==> src/design/falling_sand_cell_update_macros.svh <==
// Assertion macros for the falling-sand cell update block.
// Included by the modules that carry concurrent checks; no other dependencies.
`ifndef FALLING_SAND_CELL_UPDATE_MACROS_SVH
`define FALLING_SAND_CELL_UPDATE_MACROS_SVH
`ifndef SYNTH
`define FSC_ASSERT(lbl, clk, rst_n, prop, msg) \
    lbl: assert property (@(posedge clk) disable iff (!rst_n) prop) else $error(msg);
`define FSC_ASSERT_NEXT(lbl, clk, rst_n, ante, cons, msg) \
    lbl: assert property (@(posedge clk) disable iff (!rst_n) (ante) |=> (cons)) \
        else $error(msg);
`else
`define FSC_ASSERT(lbl, clk, rst_n, prop, msg)
`define FSC_ASSERT_NEXT(lbl, clk, rst_n, ante, cons, msg)
`endif
`endif

==> src/design/fsc_pkg.sv <==
// Shared types, constants and codes for the falling-sand cell update block.
// No dependencies; imported by every module of the block.
package fsc_pkg;

    localparam int GRID_SIZE  = 256;
    localparam int COORD_W    = $clog2(GRID_SIZE);
    localparam int GRID_DEPTH = GRID_SIZE * GRID_SIZE;
    localparam int ADDR_W     = $clog2(GRID_DEPTH);
    localparam int POS_W      = ((COORD_W > 8) ? COORD_W : 8) + 2;

    typedef logic [1:0] t_mat;
    localparam t_mat MAT_EMPTY = 2'd0;
    localparam t_mat MAT_SAND  = 2'd1;
    localparam t_mat MAT_BRICK = 2'd2;
    localparam t_mat MAT_WATER = 2'd3;

    localparam logic [1:0] CMD_PAINT  = 2'd0;
    localparam logic [1:0] CMD_UPDATE = 2'd1;
    localparam logic [1:0] CMD_READ   = 2'd2;

    localparam logic [1:0] KIND_NONE = 2'd0;
    localparam logic [1:0] KIND_DOWN = 2'd1;
    localparam logic [1:0] KIND_DIAG = 2'd2;
    localparam logic [1:0] KIND_SIDE = 2'd3;

    localparam logic [1:0] CFG_SAND_DENS  = 2'd0;
    localparam logic [1:0] CFG_WATER_DENS = 2'd1;
    localparam logic [1:0] CFG_BRICK_DENS = 2'd2;

    localparam logic [1:0] DIR_ZERO = 2'b00;
    localparam logic [1:0] DIR_PLUS = 2'b01;

    // which cell relative to the addressed one is probed
    typedef enum logic [1:0] {
        PR_CTR  = 2'd0,
        PR_DOWN = 2'd1,
        PR_DIAG = 2'd2,
        PR_SIDE = 2'd3
    } t_probe;

    typedef struct packed {
        t_probe     probe;
        logic [7:0] x;
        logic [7:0] y;
        logic [1:0] dir;
    } t_probe_req;

    typedef struct packed {
        logic              inb;
        logic [ADDR_W-1:0] addr;
    } t_probe_res;

    typedef struct packed {
        logic              we;
        logic [ADDR_W-1:0] addr;
        t_mat              wdata;
    } t_mem_req;

endpackage

==> src/design/fsc_probe.sv <==
// Shared address unit: neighbor position, bounds check and cell address.
// Depends on fsc_pkg.
module fsc_probe (
    input  fsc_pkg::t_probe_req i_req,
    output fsc_pkg::t_probe_res o_res
);
    import fsc_pkg::*;

    logic [POS_W-1:0] dx;
    logic [POS_W-1:0] xoff;
    logic             dy;
    logic [POS_W-1:0] px;
    logic [POS_W-1:0] py;

    always_comb begin
        if (i_req.dir == DIR_PLUS) begin
            dx = POS_W'(1);
        end else if (i_req.dir == DIR_ZERO) begin
            dx = '0;
        end else begin
            dx = '1;
        end
        unique case (i_req.probe)
            PR_CTR: begin
                xoff = '0;
                dy   = 1'b0;
            end
            PR_DOWN: begin
                xoff = '0;
                dy   = 1'b1;
            end
            PR_DIAG: begin
                xoff = dx;
                dy   = 1'b1;
            end
            PR_SIDE: begin
                xoff = dx;
                dy   = 1'b0;
            end
            default: begin
                xoff = '0;
                dy   = 1'b0;
            end
        endcase
        px = {{(POS_W-8){1'b0}}, i_req.x} + xoff;
        py = {{(POS_W-8){1'b0}}, i_req.y} + POS_W'(dy);
        o_res.inb  = !px[POS_W-1] && !py[POS_W-1]
                   && (px < POS_W'(GRID_SIZE)) && (py < POS_W'(GRID_SIZE));
        o_res.addr = ADDR_W'(py[COORD_W-1:0]) * ADDR_W'(GRID_SIZE)
                   + ADDR_W'(px[COORD_W-1:0]);
    end

endmodule

==> config.mk <==
export PLATFORM = sky130hd
export DESIGN_NAME = fsc_probe
export DESIGN_NICKNAME = d
export VERILOG_FILES = /design/src/design/falling_sand_cell_update_macros.svh /design/src/design/fsc_pkg.sv /design/src/design/fsc_probe.sv
export SDC_FILE = /design/constraint.sdc
export NUM_CORES = 1
export LEC_CHECK = 0
export BUFFER_PORTS_ARGS = -buffer_cell sky130_fd_sc_hd__buf_2
export CAP_MARGIN = 20
export CORE_AREA = 5 5 42 44
export DETAILED_ROUTE_END_ITERATION = 8
export DIE_AREA = 0 0 47 49
export GPL_ROUTABILITY_DRIVEN = 0
export GPL_TIMING_DRIVEN = 0
export PLACE_DENSITY = 0.68
export SETUP_SLACK_MARGIN = 0.3
export SYNTH_ARGS = -nofsm -noshare
export SYNTH_HDL_FRONTEND = slang
export SYNTH_SLANG_ARGS = --single-unit
==> constraint.sdc <==
create_clock -name vclk -period 3.9
set_input_delay 0.78 -clock vclk [all_inputs]
set_output_delay 0.78 -clock vclk [all_outputs]
set_load 0.01 [all_outputs]
==> results of run 1 <==
## cells in the final DEF (no fill, tap or decap), types with 2 or more instances in the layout
cell type,synthesis,layout
and3_1,2,2
buf_2,0,36
ha_1,6,6
inv_1,2,2
nand2_1,4,4
nand3_1,3,3
nand4_1,5,5
o21ai_0,3,3
xnor2_1,8,8
xor2_1,5,5
## power by group
group          switching (mW)  internal [mW]
Combinational          0.0371         0.0308
Clock                       0              0
Sequential                  0              0
## through the flow
stage | utilization | hold WS (ns) | worst slack (ns) | area (µm²) | total power [mW]
after floorplan | - | 1.64 | 0.909 | 409 | 0.0368
after global placement | 0.435 | 1.85 | 0.609 | 609 | 0.0677
after detailed placement | 0.435 | 1.85 | 0.552 | 609 | 0.0686
after CTS | 0.435 | 1.85 | 0.542 | 609 | 0.0689
after global routing | 0.435 | 1.88 | 0.389 | 609 | 0.0768
final | 0.435 | 1.85 | 0.557 | 609 | 0.0679
## routing by layer
metal  part of all wire  GRT usage  vias up
met1               0.42      0.150      239
met3              0.090     0.0148        0
li1                   -          -      277
met4                  0          0        0
met2               0.49      0.174       17
met5                  0          0        -
## final cells by class
type,count,area [µm²]
repair buffers,36,180
inverters,2,7.51
multi-input cells,50,397
plain buffers,1,5.00
fillers,156,792
well taps,16,20.0
## logic make-up (layout without fill, tap and decap cells)
logic type	Yosys count	count (layout)
compound gates	10	10
xor+xnor	13	13
fa+ha+maj	6	6
buf+inv	3	39
simple gates	21	21
## worst paths after layout
check,cells after the start,end
setup / recovery,10,o_res[6]
hold / removal,3,o_res[15]
==> summary.md, run 1 <==
| Metric | Value |
|---|---|
| Status | complete, no violations |
| Worst Path Buf+Inv | 3 |
| Std cell rows | 14 |
| Avg Inst Size Synth | 7.72 µm² |
| Critical path endpoint category | output port |
| Setup crit start kind | input pin |
| Critical path, cell by cell | buf_2 -> inv_1 -> ha_1 -> o21ai_2 -> xnor2_1 -> ha_1 -> nand4_1 -> o21ai_0 -> xor2_1 -> buf_2 |
| Share of cells above drive strength 1 | 0.472 |
| Input/output buffers | 36 |
| Crit-path max FO | 10 |
| Synthesized-area fraction occupied by adder cells | 0.183 |
| Worst Hold Class | input pin to output port |
| Core area | 1400 µm² |
| Period utilization | 0.857 |
| # resized after CTS | 0 |
| Synth Cell Area | 409 µm² |
| Number of routed nets with antenna violations | 0 |
| Family with the most delay on the worst path | adder cells |
| Arr. time, crit path | 2.56 ns |
| Worst vdd ir | 57.6 µV |
| Top cell type by total area after synthesis | ha_1 |
| Worst path required time | 3.12 ns |
| Synth-to-Final Area Change | 48.9% |
| Gr usage total | 0.105 |
| Layout Cells excl Fill | 105 |
| Synth area leaders | ha_1 18%, xnor2_1 17%, xor2_1 11% |
| Reg area | 0 µm² |
| Die Y-Extent | 49 µm |
| Inst Count DP | 105 |
| # clk buffers | 0 |
| Unrepaired setup endpoints after global routing | no |
| Crit-path slowest cell | o21ai_2 |
| Die X | 47 µm |
| Drt first pass iters | 2 |
| Max-slew violations | 0 |
| Distinct cells, synth | 24 |
| Kind of critical path | input pin to output port |
| Cells after Synth | 53 |
| CTS Hold Buffers Added | 0 |
| Sequential area share after synthesis | 0 |
| Crit path largest cell delay | 0.37 ns |
| Syn_nets | 79 |
| Synth cell count leaders | 8 x xnor2_1, 6 x ha_1, 5 x nand4_1, 5 x xor2_1, 4 x nand2_1 |
| Iter 0 DRT Violations | 1 |
| Pin count of the biggest net entering global routing | 11 |
| Slew HR | 0.729 |
| Vias in the first global route | 501 |
| PwrDens | 112 nW/µm² |
| Leak Pwr | 0.297 nW |
| Worst-Margin Slew | 0.407 ns |
| Post-synthesis compound-gate area fraction | 0.211 |
| IO Pins | 37 |
| First-pass GRT wire length | 1.99 mm |
| Main combinational cell family by area after synthesis | simple AND/OR/NAND/NOR gates |
| # Post-CTS Setup Buffers | 0 |
| Die area | 2300 µm² |
| CP startpoint | i_req[18] |
| F_max | 0.299 GHz |
| Cell with the most instances after synthesis | xnor2_1 |
| Initial Util | 0.292 |
| Synth top area share | 0.183 |
| Post-synthesis mux area share | 0 |
| Max-cap violations | 0 |
| Initial antenna violation count | 0 |
| Routed len/inst | 11.1 µm |
| Post-Synth Simple-Gate Area | 0.297 |
| Final setup fails | 0 |
| Hold Vio Cnt, Final | 0 |
| Antenna cells | 0 |
| Sequential cell count | 0 |
| Gr ovfl total | 0 |
| Nets | 117 |
| Post-route minimum period | 3.34 ns |
| Setup_tns | 0 ns |
| XOR/XNOR share of the synthesized area | 0.278 |
| Final wirelength | 1.17 mm |
| Via count | 533 |
| DRC viols | 0 |
| HPWL after DPL | 1.04 mm |
| Routed vias/inst | 5.08 |
| Hold path startpoint | i_req[9] |
| Yosys warning count | 0 |
Note: power is estimated with default switching activity, not from simulation.
==> inputs of run 2 (changes only) <==
Settings changed: PLACE_DENSITY 0.68 to 0.8, SKIP_LAST_GASP set to 1.
==> run 2 against run 1 <==
Compared with the run above: via count is 1.3% lower; die area stayed put; sequential cell count stayed put; critical path type unchanged; critical endpoint unchanged; largest power group unchanged; highest routed layer unchanged.
==> summary.md, run 2 (synthesis gave the netlist of run 1 again) <==
| Metric | Value |
|---|---|
| Pin count of the biggest net entering global routing | 11 (unchanged) |
| Drt first pass iters | 2 (unchanged) |
| Post-route minimum period | 3.33 ns (-0.0168 ns) |
| Final setup fails | 0 (unchanged) |
| Most frequent cells in the layout | 36 x buf_2, 8 x xnor2_1, 6 x ha_1 |
| F_max | 0.301 GHz (+0.51%) |
| PwrDens | 112 nW/µm² (+0.34%) |
| Die X | 47 µm (unchanged) |
| Share of cells above drive strength 1 | 0.472 (unchanged) |
| First-pass GRT wire length | 1.86 mm (-6.6%) |
| FILL cells | 156 (unchanged) |
| Core area | 1400 µm² (unchanged) |
| Setup crit start kind | input pin |
| Via count | 526 (-1.3%) |
| Max-cap violations | 0 (unchanged) |
| Reg area | 0 µm² (unchanged) |
| Vias in the first global route | 451 (-10%) |
| Die area | 2300 µm² (unchanged) |
| Routed vias/inst | 5.01 (-1.3%) |
| Worst path required time | 3.12 ns (about the same) |
| # resized after CTS | 0 (unchanged) |
| Std cell rows | 14 (unchanged) |
| Initial antenna violation count | 0 (unchanged) |
| Input/output buffers | 36 (unchanged) |
| Sequential cell count | 0 (unchanged) |
| HPWL after DPL | 1.05 mm (+1.2%) |
| Final Cell Area | 609 µm² (unchanged) |
| Leak Pwr | 0.297 nW (unchanged) |
| Slew HR | 0.740 (+0.0117) |
| Setup_tns | 0 ns (unchanged) |
| Post-DP Area | 609 µm² (unchanged) |
| Period utilization | 0.853 (-0.00431) |
| Gr usage total | 0.100 (-0.00491) |
| Critical path endpoint category | output port |
| Antenna cells | 0 (unchanged) |
| Commonest non-fill, non-tap cell in the layout | buf_2 |
| IO Pins | 37 (unchanged) |
| Kind of critical path | input pin to output port |
| Number of routed nets with antenna violations | 0 (unchanged) |
| Gr ovfl total | 0 (unchanged) |
| Multi-input gate area | 397 µm² (unchanged) |
| Hold Vio Cnt, Final | 0 (unchanged) |
| Worst vdd ir | 57.6 µV (+0.16%) |
| Worst-Margin Slew | 0.390 ns (-0.0175 ns) |
| Worst Hold Class | input pin to output port |
| Crit-path max FO | 8 (-2) |
| Iter 0 DRT Violations | 5 (+4) |
| CTS Hold Buffers Added | 0 (unchanged) |
| # clk buffers | 0 (unchanged) |
| Total Power | 68.2 µW (+0.34%) |
| Unrepaired setup endpoints after global routing | no |
| Synth-to-Final Area Change | 48.9% (unchanged) |
| Max-slew violations | 0 (unchanged) |
| DP Worst Slack | 0.560 ns (+0.00866 ns) |
| Final wirelength | 1.22 mm (+4.5%) |
| Status | complete, no violations |
| DRC viols | 0 (unchanged) |
| # Post-CTS Setup Buffers | 0 (unchanged) |
| Nets | 117 (unchanged) |
| Final design utilization | 0.435 (unchanged) |
| Die Y-Extent | 49 µm (unchanged) |
| Final worst setup slack | 0.574 ns (+0.0168 ns) |
| Routed len/inst | 11.6 µm (+4.5%) |
| Arr. time, crit path | 2.55 ns (about the same) |
| Initial Util | 0.292 (unchanged) |
## run 2: cell counts in the layout (fill, tap and decap cells not counted)
Identical to the previous run, type by type.
## run 2: worst paths after layout
kind	startpoint	end	slack, ns	depth (start not counted)
worst max-delay path	i_req[18]	o_res[6]	0.57	10
worst min-delay path	i_req[9]	o_res[15]	1.85	3
## run 2: power by group
| group | switching (mW) | leakage (nW) | internal [mW] | total [mW] |
|---|---|---|---|---|
| Clock | 0 | 0 | 0 | 0 |
| Combinational | 0.0372 | 0.297 | 0.0309 | 0.0682 |
| Sequential | 0 | 0 | 0 | 0 |
| Total | 0.0372 | 0.297 | 0.0309 | 0.0682 |
## run 2: final cells by class
cell class	instances	share of cell area
multi-input cells	50	0.651
repair buffers	36	0.296
well taps	16	0.0329
inverters	2	0.0123
plain buffers	1	0.00821
## run 2: metal layers
| layer | GRT usage | routed length, µm | up-vias |
|---|---|---|---|
| met5 | 0 | 0 | - |
| met4 | 0 | 0 | 0 |
| met3 | 0.00369 | 61 | 0 |
| met2 | 0.188 | 640 | 12 |
| met1 | 0.128 | 518 | 236 |
| li1 | - | - | 278 |
## run 2: per-stage QoR
step	hold WS, ns	std cells
after floorplan	1.64	53
after global placement	1.84	105
after detailed placement	1.85	105
after CTS	1.85	105
after global routing	1.86	105
final	1.85	105
## run 2: worst max-delay path, cell delays in order
cell	delay, ns
buf_2	0.11
inv_1	0.05
ha_1	0.17
o22a_1	0.14
ha_1	0.34
ha_1	0.37
nand4_1	0.15
o21ai_0	0.12
xor2_1	0.16
buf_2	0.15
