### src/design/falling_sand_cell_update_macros.svh
// Assertion macros for the falling-sand cell update block.
// Included by the modules that carry concurrent checks; no other dependencies.
`ifndef FALLING_SAND_CELL_UPDATE_MACROS_SVH
`define FALLING_SAND_CELL_UPDATE_MACROS_SVH
`ifndef SYNTH
`define FSC_ASSERT(lbl, clk, rst_n, prop, msg) \
    lbl: assert property (@(posedge clk) disable iff (!rst_n) prop) else $error(msg);
`define FSC_ASSERT_NEXT(lbl, clk, rst_n, ante, cons, msg) \
    lbl: assert property (@(posedge clk) disable iff (!rst_n) (ante) |=> (cons)) \
        else $error(msg);
`else
`define FSC_ASSERT(lbl, clk, rst_n, prop, msg)
`define FSC_ASSERT_NEXT(lbl, clk, rst_n, ante, cons, msg)
`endif
`endif

### src/design/fsc_pkg.sv
// Shared types, constants and codes for the falling-sand cell update block.
// No dependencies; imported by every module of the block.
package fsc_pkg;

    localparam int GRID_SIZE  = 256;
    localparam int COORD_W    = $clog2(GRID_SIZE);
    localparam int GRID_DEPTH = GRID_SIZE * GRID_SIZE;
    localparam int ADDR_W     = $clog2(GRID_DEPTH);
    localparam int POS_W      = ((COORD_W > 8) ? COORD_W : 8) + 2;

    typedef logic [1:0] t_mat;
    localparam t_mat MAT_EMPTY = 2'd0;
    localparam t_mat MAT_SAND  = 2'd1;
    localparam t_mat MAT_BRICK = 2'd2;
    localparam t_mat MAT_WATER = 2'd3;

    localparam logic [1:0] CMD_PAINT  = 2'd0;
    localparam logic [1:0] CMD_UPDATE = 2'd1;
    localparam logic [1:0] CMD_READ   = 2'd2;

    localparam logic [1:0] KIND_NONE = 2'd0;
    localparam logic [1:0] KIND_DOWN = 2'd1;
    localparam logic [1:0] KIND_DIAG = 2'd2;
    localparam logic [1:0] KIND_SIDE = 2'd3;

    localparam logic [1:0] CFG_SAND_DENS  = 2'd0;
    localparam logic [1:0] CFG_WATER_DENS = 2'd1;
    localparam logic [1:0] CFG_BRICK_DENS = 2'd2;

    localparam logic [1:0] DIR_ZERO = 2'b00;
    localparam logic [1:0] DIR_PLUS = 2'b01;

    // which cell relative to the addressed one is probed
    typedef enum logic [1:0] {
        PR_CTR  = 2'd0,
        PR_DOWN = 2'd1,
        PR_DIAG = 2'd2,
        PR_SIDE = 2'd3
    } t_probe;

    typedef struct packed {
        t_probe     probe;
        logic [7:0] x;
        logic [7:0] y;
        logic [1:0] dir;
    } t_probe_req;

    typedef struct packed {
        logic              inb;
        logic [ADDR_W-1:0] addr;
    } t_probe_res;

    typedef struct packed {
        logic              we;
        logic [ADDR_W-1:0] addr;
        t_mat              wdata;
    } t_mem_req;

endpackage

### src/design/fsc_ctrl.sv
// Sequencer: clear pass, command decode, probe reads, swap writes, result register.
// Depends on fsc_pkg and falling_sand_cell_update_macros.svh.
`include "falling_sand_cell_update_macros.svh"
module fsc_ctrl (
    input  logic                i_clk,
    input  logic                i_rst_n,
    input  logic                i_cfg_we,
    input  logic [1:0]          i_cfg_index,
    input  logic [7:0]          i_cfg_data,
    input  logic                i_in_valid,
    output logic                o_in_ready,
    input  logic [1:0]          i_cmd,
    input  logic [7:0]          i_cell_x,
    input  logic [7:0]          i_cell_y,
    input  logic [1:0]          i_paint_material,
    input  logic signed [1:0]   i_rand_dir,
    output logic                o_out_valid,
    input  logic                i_out_ready,
    output logic [1:0]          o_cell_material,
    output logic                o_moved,
    output logic [1:0]          o_move_kind,
    output fsc_pkg::t_probe_req o_probe_req,
    input  fsc_pkg::t_probe_res i_probe_res,
    output fsc_pkg::t_mem_req   o_mem_req,
    input  fsc_pkg::t_mat       i_rdata
);
    import fsc_pkg::*;

    typedef enum logic [6:0] {
        ST_CLEAR  = 7'b0000001,
        ST_IDLE   = 7'b0000010,
        ST_READ   = 7'b0000100,
        ST_EVAL   = 7'b0001000,
        ST_WR_TGT = 7'b0010000,
        ST_WR_CTR = 7'b0100000,
        ST_DONE   = 7'b1000000
    } t_state;

    t_state            r_state;
    logic [ADDR_W-1:0] r_clr;
    logic [7:0]        r_sand_dens;
    logic [7:0]        r_water_dens;
    logic [7:0]        r_brick_dens;
    logic [1:0]        r_cmd;
    logic [7:0]        r_x;
    logic [7:0]        r_y;
    t_mat              r_paint;
    logic [1:0]        r_dir;
    t_probe            r_probe;
    logic              r_inb;
    t_mat              r_mat;
    t_mat              r_wdata;
    logic [7:0]        r_dens;
    logic              r_diag_ok;
    t_mat              r_diag_mat;
    logic [1:0]        r_kind;
    logic              r_out_valid;
    t_mat              r_out_mat;
    logic              r_out_moved;
    logic [1:0]        r_out_kind;
    logic [7:0]        rd_dens;
    logic              ent;
    logic              out_load;

    function automatic logic [7:0] f_dens(input t_mat m, input logic [7:0] s,
                                          input logic [7:0] w, input logic [7:0] b);
        logic [7:0] d;
        unique case (m)
            MAT_SAND:  d = s;
            MAT_WATER: d = w;
            MAT_BRICK: d = b;
            default:   d = 8'd0;
        endcase
        return d;
    endfunction

    assign rd_dens  = f_dens(i_rdata, r_sand_dens, r_water_dens, r_brick_dens);
    assign ent      = r_inb && ((i_rdata == MAT_EMPTY) || (rd_dens < r_dens));
    assign out_load = (r_state == ST_DONE) && (!r_out_valid || i_out_ready);

    assign o_in_ready      = (r_state == ST_IDLE);
    assign o_out_valid     = r_out_valid;
    assign o_cell_material = r_out_mat;
    assign o_moved         = r_out_moved;
    assign o_move_kind     = r_out_kind;

    assign o_probe_req.probe = r_probe;
    assign o_probe_req.x     = r_x;
    assign o_probe_req.y     = r_y;
    assign o_probe_req.dir   = r_dir;

    always_comb begin
        o_mem_req.we    = 1'b0;
        o_mem_req.addr  = i_probe_res.addr;
        o_mem_req.wdata = MAT_EMPTY;
        unique case (r_state)
            ST_CLEAR: begin
                o_mem_req.we   = 1'b1;
                o_mem_req.addr = r_clr;
            end
            ST_WR_TGT: begin
                o_mem_req.we    = 1'b1;
                o_mem_req.wdata = r_mat;
            end
            ST_WR_CTR: begin
                o_mem_req.we    = 1'b1;
                o_mem_req.wdata = r_wdata;
            end
            default: begin
                o_mem_req.we = 1'b0;
            end
        endcase
    end

    // configuration
    always_ff @(posedge i_clk) begin
        if (!i_rst_n) begin
            r_sand_dens  <= 8'd2;
            r_water_dens <= 8'd1;
            r_brick_dens <= 8'd99;
        end else if (i_cfg_we) begin
            unique case (i_cfg_index)
                CFG_SAND_DENS:  r_sand_dens  <= i_cfg_data;
                CFG_WATER_DENS: r_water_dens <= i_cfg_data;
                CFG_BRICK_DENS: r_brick_dens <= i_cfg_data;
                default: ;
            endcase
        end
    end

    always_ff @(posedge i_clk) begin
        if (!i_rst_n) begin
            r_state     <= ST_CLEAR;
            r_clr       <= '0;
            r_out_valid <= 1'b0;
        end else begin
            if (out_load) begin
                r_out_valid <= 1'b1;
            end else if (i_out_ready) begin
                r_out_valid <= 1'b0;
            end
            unique case (r_state)
                ST_CLEAR: begin
                    if (r_clr == ADDR_W'(GRID_DEPTH - 1)) begin
                        r_state <= ST_IDLE;
                    end else begin
                        r_clr <= r_clr + ADDR_W'(1);
                    end
                end
                ST_IDLE: begin
                    if (i_in_valid) begin
                        r_state <= ST_READ;
                    end
                end
                ST_READ: begin
                    if (r_probe == PR_CTR && !i_probe_res.inb) begin
                        r_state <= ST_DONE;
                    end else begin
                        r_state <= ST_EVAL;
                    end
                end
                ST_EVAL: begin
                    unique case (r_probe)
                        PR_CTR: begin
                            if (r_cmd == CMD_PAINT) begin
                                r_state <= ST_WR_CTR;
                            end else if (r_cmd == CMD_UPDATE &&
                                         (i_rdata == MAT_SAND || i_rdata == MAT_WATER)) begin
                                r_state <= ST_READ;
                            end else begin
                                r_state <= ST_DONE;
                            end
                        end
                        PR_DOWN: begin
                            r_state <= ent ? ST_WR_TGT : ST_READ;
                        end
                        PR_DIAG: begin
                            r_state <= ST_READ;
                        end
                        default: begin
                            if ((r_diag_ok && ent) || (r_mat == MAT_WATER && ent)) begin
                                r_state <= ST_WR_TGT;
                            end else begin
                                r_state <= ST_DONE;
                            end
                        end
                    endcase
                end
                ST_WR_TGT: r_state <= ST_WR_CTR;
                ST_WR_CTR: r_state <= ST_DONE;
                ST_DONE: begin
                    if (out_load) begin
                        r_state <= ST_IDLE;
                    end
                end
                default: r_state <= ST_IDLE;
            endcase
        end
    end

    // datapath registers
    always_ff @(posedge i_clk) begin
        if (out_load) begin
            r_out_mat   <= r_mat;
            r_out_moved <= (r_kind != KIND_NONE);
            r_out_kind  <= r_kind;
        end
        unique case (r_state)
            ST_IDLE: begin
                r_cmd   <= i_cmd;
                r_x     <= i_cell_x;
                r_y     <= i_cell_y;
                r_paint <= i_paint_material;
                r_dir   <= i_rand_dir;
                r_probe <= PR_CTR;
                r_mat   <= MAT_EMPTY;
                r_kind  <= KIND_NONE;
            end
            ST_READ: begin
                r_inb <= i_probe_res.inb;
            end
            ST_EVAL: begin
                unique case (r_probe)
                    PR_CTR: begin
                        r_mat   <= i_rdata;
                        r_wdata <= r_paint;
                        r_dens  <= rd_dens;
                        // a paint keeps the center probe for its write
                        r_probe <= (r_cmd == CMD_PAINT) ? PR_CTR : PR_DOWN;
                    end
                    PR_DOWN: begin
                        r_wdata <= i_rdata;
                        if (ent) begin
                            r_kind <= KIND_DOWN;
                        end else begin
                            r_probe <= PR_DIAG;
                        end
                    end
                    PR_DIAG: begin
                        r_diag_ok  <= ent;
                        r_diag_mat <= i_rdata;
                        r_probe    <= PR_SIDE;
                    end
                    default: begin
                        if (r_diag_ok && ent) begin
                            r_kind  <= KIND_DIAG;
                            r_wdata <= r_diag_mat;
                            r_probe <= PR_DIAG;
                        end else if (r_mat == MAT_WATER && ent) begin
                            r_kind  <= KIND_SIDE;
                            r_wdata <= i_rdata;
                        end
                    end
                endcase
            end
            ST_WR_TGT: begin
                r_probe <= PR_CTR;
            end
            default: ;
        endcase
    end

    `FSC_ASSERT(a_idle_no_write, i_clk, i_rst_n,
        (r_state == ST_IDLE) |-> !o_mem_req.we, "write while idle")
    `FSC_ASSERT(a_write_in_grid, i_clk, i_rst_n,
        (r_state == ST_WR_TGT || r_state == ST_WR_CTR) |-> i_probe_res.inb,
        "cell write outside grid")
    `FSC_ASSERT(a_moved_kind, i_clk, i_rst_n,
        r_out_valid |-> (r_out_moved == (r_out_kind != KIND_NONE)),
        "moved flag disagrees with move kind")
    `FSC_ASSERT_NEXT(a_done_load, i_clk, i_rst_n, out_load,
        r_out_valid && r_state == ST_IDLE, "result not loaded on completion")

endmodule

### config.mk
export PLATFORM = sky130hd
export DESIGN_NAME = fsc_ctrl
export DESIGN_NICKNAME = d
export VERILOG_FILES = /design/src/design/fsc_pkg.sv /design/src/design/fsc_ctrl.sv
export VERILOG_INCLUDE_DIRS = /design/src /design/src/design
export SDC_FILE = /design/constraint.sdc
export NUM_CORES = 1
export LEC_CHECK = 0
export BUFFER_PORTS_ARGS = -buffer_cell sky130_fd_sc_hd__buf_4
export CORE_MARGIN = 1.5
export CORE_UTILIZATION = 32
export DETAILED_ROUTE_END_ITERATION = 16
export MAX_ROUTING_LAYER = met4
export SLEW_MARGIN = 30
export SYNTH_ARGS = -nofsm -noshare
export SYNTH_HDL_FRONTEND = slang
export SYNTH_SLANG_ARGS = --single-unit
export TNS_END_PERCENT = 20
### constraint.sdc
create_clock -name i_clk -period 7 [get_ports i_clk]
set_input_delay 0 -clock i_clk [delete_from_list [all_inputs] [get_ports i_clk]]
set_output_delay 0 -clock i_clk [all_outputs]
set_load 0.02 [all_outputs]
==> metrics.txt <==
outcome finished clean; Multi-input gate area about 0.002 mm²; FF+latch area between 0.002 and 0.0025 mm²; fin. max-slew vios 0; die height ~120 µm; Inserted Clock Buffers 9; Pre-antenna DRT Iters 4; htree depth 3; sequential area share after synthesis between 50% and 60%; synthesized area between 0.004 and 0.005 mm²; setup TNS 0 ns; DIE AREA approximately 0.015 mm²; CP startpoint kind input pin; Synth Instances between 300 and 400; fmax just under 300 MHz; number of buffers and inverters on the critical path 2; clk slew on worst S/H paths about 0.06 ns; largest net degree at the start of global routing 46; VDD IR max between 0.1 and 0.15 mV; CTS root buffer clkbuf_16; vias in the first global route around 3300; initial drt markers between 200 and 250; critical path's largest stage delay ~0.56 ns; site row count between 40 and 50; clk_lat worst skew 0.35 ns; Worst-Margin Slew approximately 0.87 ns; final-report hold violation count 0; mean post-synth cell area between 10 and 15 µm²; min setup slack post-route about 3.6 ns; max-cap violation count 0; power density over the cells between 150 and 200 mW/mm²; Synth Net Count between 400 and 500; EDFF count, synth 47; required time worst endpoint around 7 ns; Initial Util about a third; Inst Count DP 658; Area Overhead vs Synth 34.7%; Synth async-reset ratio 0%; Yosys top cell by area edfxtp_1; antenna cells 0; DR vias 3421; CORE AREA around 0.014 mm²; gpl congestion about 0.88; CP Class input pin to flop; top cells by area, synth edfxtp_1 (31%), dfxtp_1 (21%), mux2_2 (6.0%); Main synth FF type dfxtp_1; Via density a little under 5; Final HPWL DP 7280 µm; Nets ~590; Post-DP Area 0.00544 mm²; Congestion Overflow GR 0; Post-Place Setup Slack approximately 3.8 ns; Crit. End Element flop; TritonCTS Sinks between 90 and 100; CP max-delay cell nor2b_1; Cell variety after synth 56; Worst EP arrival about 3.4 ns; CP max FO 14; worst-path cell chain dlygate4sd3_1 -> buf_4 -> nor2b_1 -> a22o_1 -> ha_1 -> a211oi_1 -> o2111ai_1 -> o22ai_1 -> nor2_1 -> a221oi_1; # DRC 0; number of port buffers 101; top cell family by delay on the critical path compound AO/OA/AOI/OAI gates; final instance area about 0.0061 mm²; gr usage total approximately 15%; Leakage Power between 2 and 3 nW; CTS Buffer Depth 2; Synth Register Bits 95; io pins 102; post-layout min period 3.42 ns; share of cells above drive strength 1 roughly 29%; Die W roughly 120 µm; Post-CTS Repair Setup Buffers 0; DR WL/cell around 15 µm; HP Class input pin to flop; Final Total Pwr between 1 and 1.5 mW; CTS tree built; global-route wire length before repair 16300 µm; Slew Limit Headroom 42.2%; RSZ-0062 raised after global routing false; synth warn 0; Layout fillers between 1000 and 1500; non-filler cells, final 708; top cell type's share of synthesized area 31.3%; antenna violations before repair 0; Antenna Violating Nets Remaining 0; total wire length around 10000 µm; Worst Skew around 0.012 ns; final setup fails 0; fin crit share 48.9%
-- cell usage in the layout, fill, tap and decap left out, types with 2 or more instances in the layout --
| master | Yosys | routed |
|---|---|---|
| a21boi_0 | 2 | 2 |
| nor3b_1 | 4 | 4 |
| mux2i_1 | 24 | 24 |
| or3_1 | 4 | 4 |
| nand3b_1 | 2 | 2 |
| nor2_1 | 12 | 12 |
| buf_4 | 1 | 103 |
| a22oi_1 | 2 | 2 |
| xnor2_1 | 14 | 14 |
| nand4_1 | 8 | 8 |
| dlygate4sd3_1 | 0 | 34 |
| mux2_2 | 24 | 24 |
| and4_1 | 4 | 4 |
| inv_1 | 17 | 16 |
| o21ai_0 | 8 | 8 |
| o2111ai_1 | 3 | 3 |
| nor2b_1 | 26 | 26 |
| a22o_1 | 10 | 10 |
| nand2_1 | 21 | 21 |
| dfxtp_1 | 48 | 48 |
| nand3_1 | 9 | 9 |
| nor3_1 | 3 | 2 |
| a221oi_1 | 2 | 2 |
| clkbuf_8 | 0 | 3 |
| a21oi_1 | 6 | 6 |
| edfxtp_1 | 47 | 47 |
| a211oi_1 | 4 | 4 |
| and3_1 | 6 | 6 |
| and2_1 | 19 | 19 |
| nand2b_1 | 5 | 5 |
| clkbuf_16 | 0 | 9 |
| nor4_1 | 3 | 3 |
| o211ai_1 | 3 | 3 |
| ha_1 | 13 | 13 |
-- where the power goes --
part	internal (mW)	total (mW)	switching, mW
clock	0.272	0.473	0.201
combinational	0.0520	0.0842	0.0322
sequential	0.588	0.592	0.00487
-- cells by family (layout without fill, tap and decap cells) --
family / count (synthesis) / count (layout) / synth area share [%]
buf+inv: 34 / 170 / 2.97
fa+ha+maj: 13 / 13 / 3.61
mux: 48 / 48 / 11.3
flops: 95 / 95 / 52.6
simple gates: 134 / 134 / 17.8
xor+xnor: 14 / 14 / 2.72
compound gates: 54 / 54 / 8.94
-- cell type report --
type	count	share of cell area (%)
clock buffer	14	4.54
clock inverter	2	0.227
inverter	17	1.05
multi-input combinational	263	33.0
sequential	95	39.1
tap	180	3.71
timing repair buffer	137	18.3
-- worst paths after layout --
check | from | end | slack (ns) | cells after the start
setup / recovery | i_rdata[0] | r_kind[0] | 3.58 | 10
hold / removal | i_rst_n | r_sand_dens[1] | 0.02 | 2
setup reg to reg | r_water_dens[5] | r_kind[0] | 4.02 | 8
hold reg to reg | r_kind[1] | o_move_kind[1] | 0.44 | 0
-- repair_timing --
item / 4_1_cts / 5_1_grt
hold buffers: 34 / 0
endpoints found under the hold margin: 50 / 0
resized for setup: 0 / 0
setup endpoints to repair: 0 / 0
-- synthesized netlist by cell type, drive strengths merged, types with 2 or more instances --
cell / instances
and2: 19
a221oi: 2
xnor2: 14
edfxtp: 47
nor2b: 26
a21boi: 3
inv: 17
clkbuf: 11
or4b: 2
o21ai: 9
ha: 13
nand2: 21
nand2b: 5
nand3b: 2
a21oi: 6
and4: 4
buf: 6
a22o: 10
mux2i: 24
o2111ai: 3
nor4: 5
a211oi: 5
nor3: 3
or3: 4
a22oi: 2
mux2: 24
nand4: 8
nand3: 10
o211ai: 3
and3: 6
nor2: 12
dfxtp: 48
nor3b: 4
-- through the flow --
step                      hold WS [ns]  util [%]
after floorplan                 0.0989         -
after global placement           0.178      39.3
after detailed placement         0.179      39.3
after CTS                       0.0121      43.9
after global routing            0.0438      43.9
final                           0.0202      43.9
-- metal layers --
layer,vias to the layer above,track usage [%],share of wire (%)
met4,0,6.18,1.6
met1,1604,18.3,48
met3,15,3.42,5.5
met2,112,22.8,45
li1,1690,-,-
met5,-,-,0
-- state kept, by name (all words and copies together), names as in the netlist, 7 cells and up --
name          cells
r_water_dens      8
r_y               8
r_brick_dens      8
r_state           7
r_x               8
r_clr            16
r_dens            8
r_sand_dens       8
(Power assumes the default switching activity.)
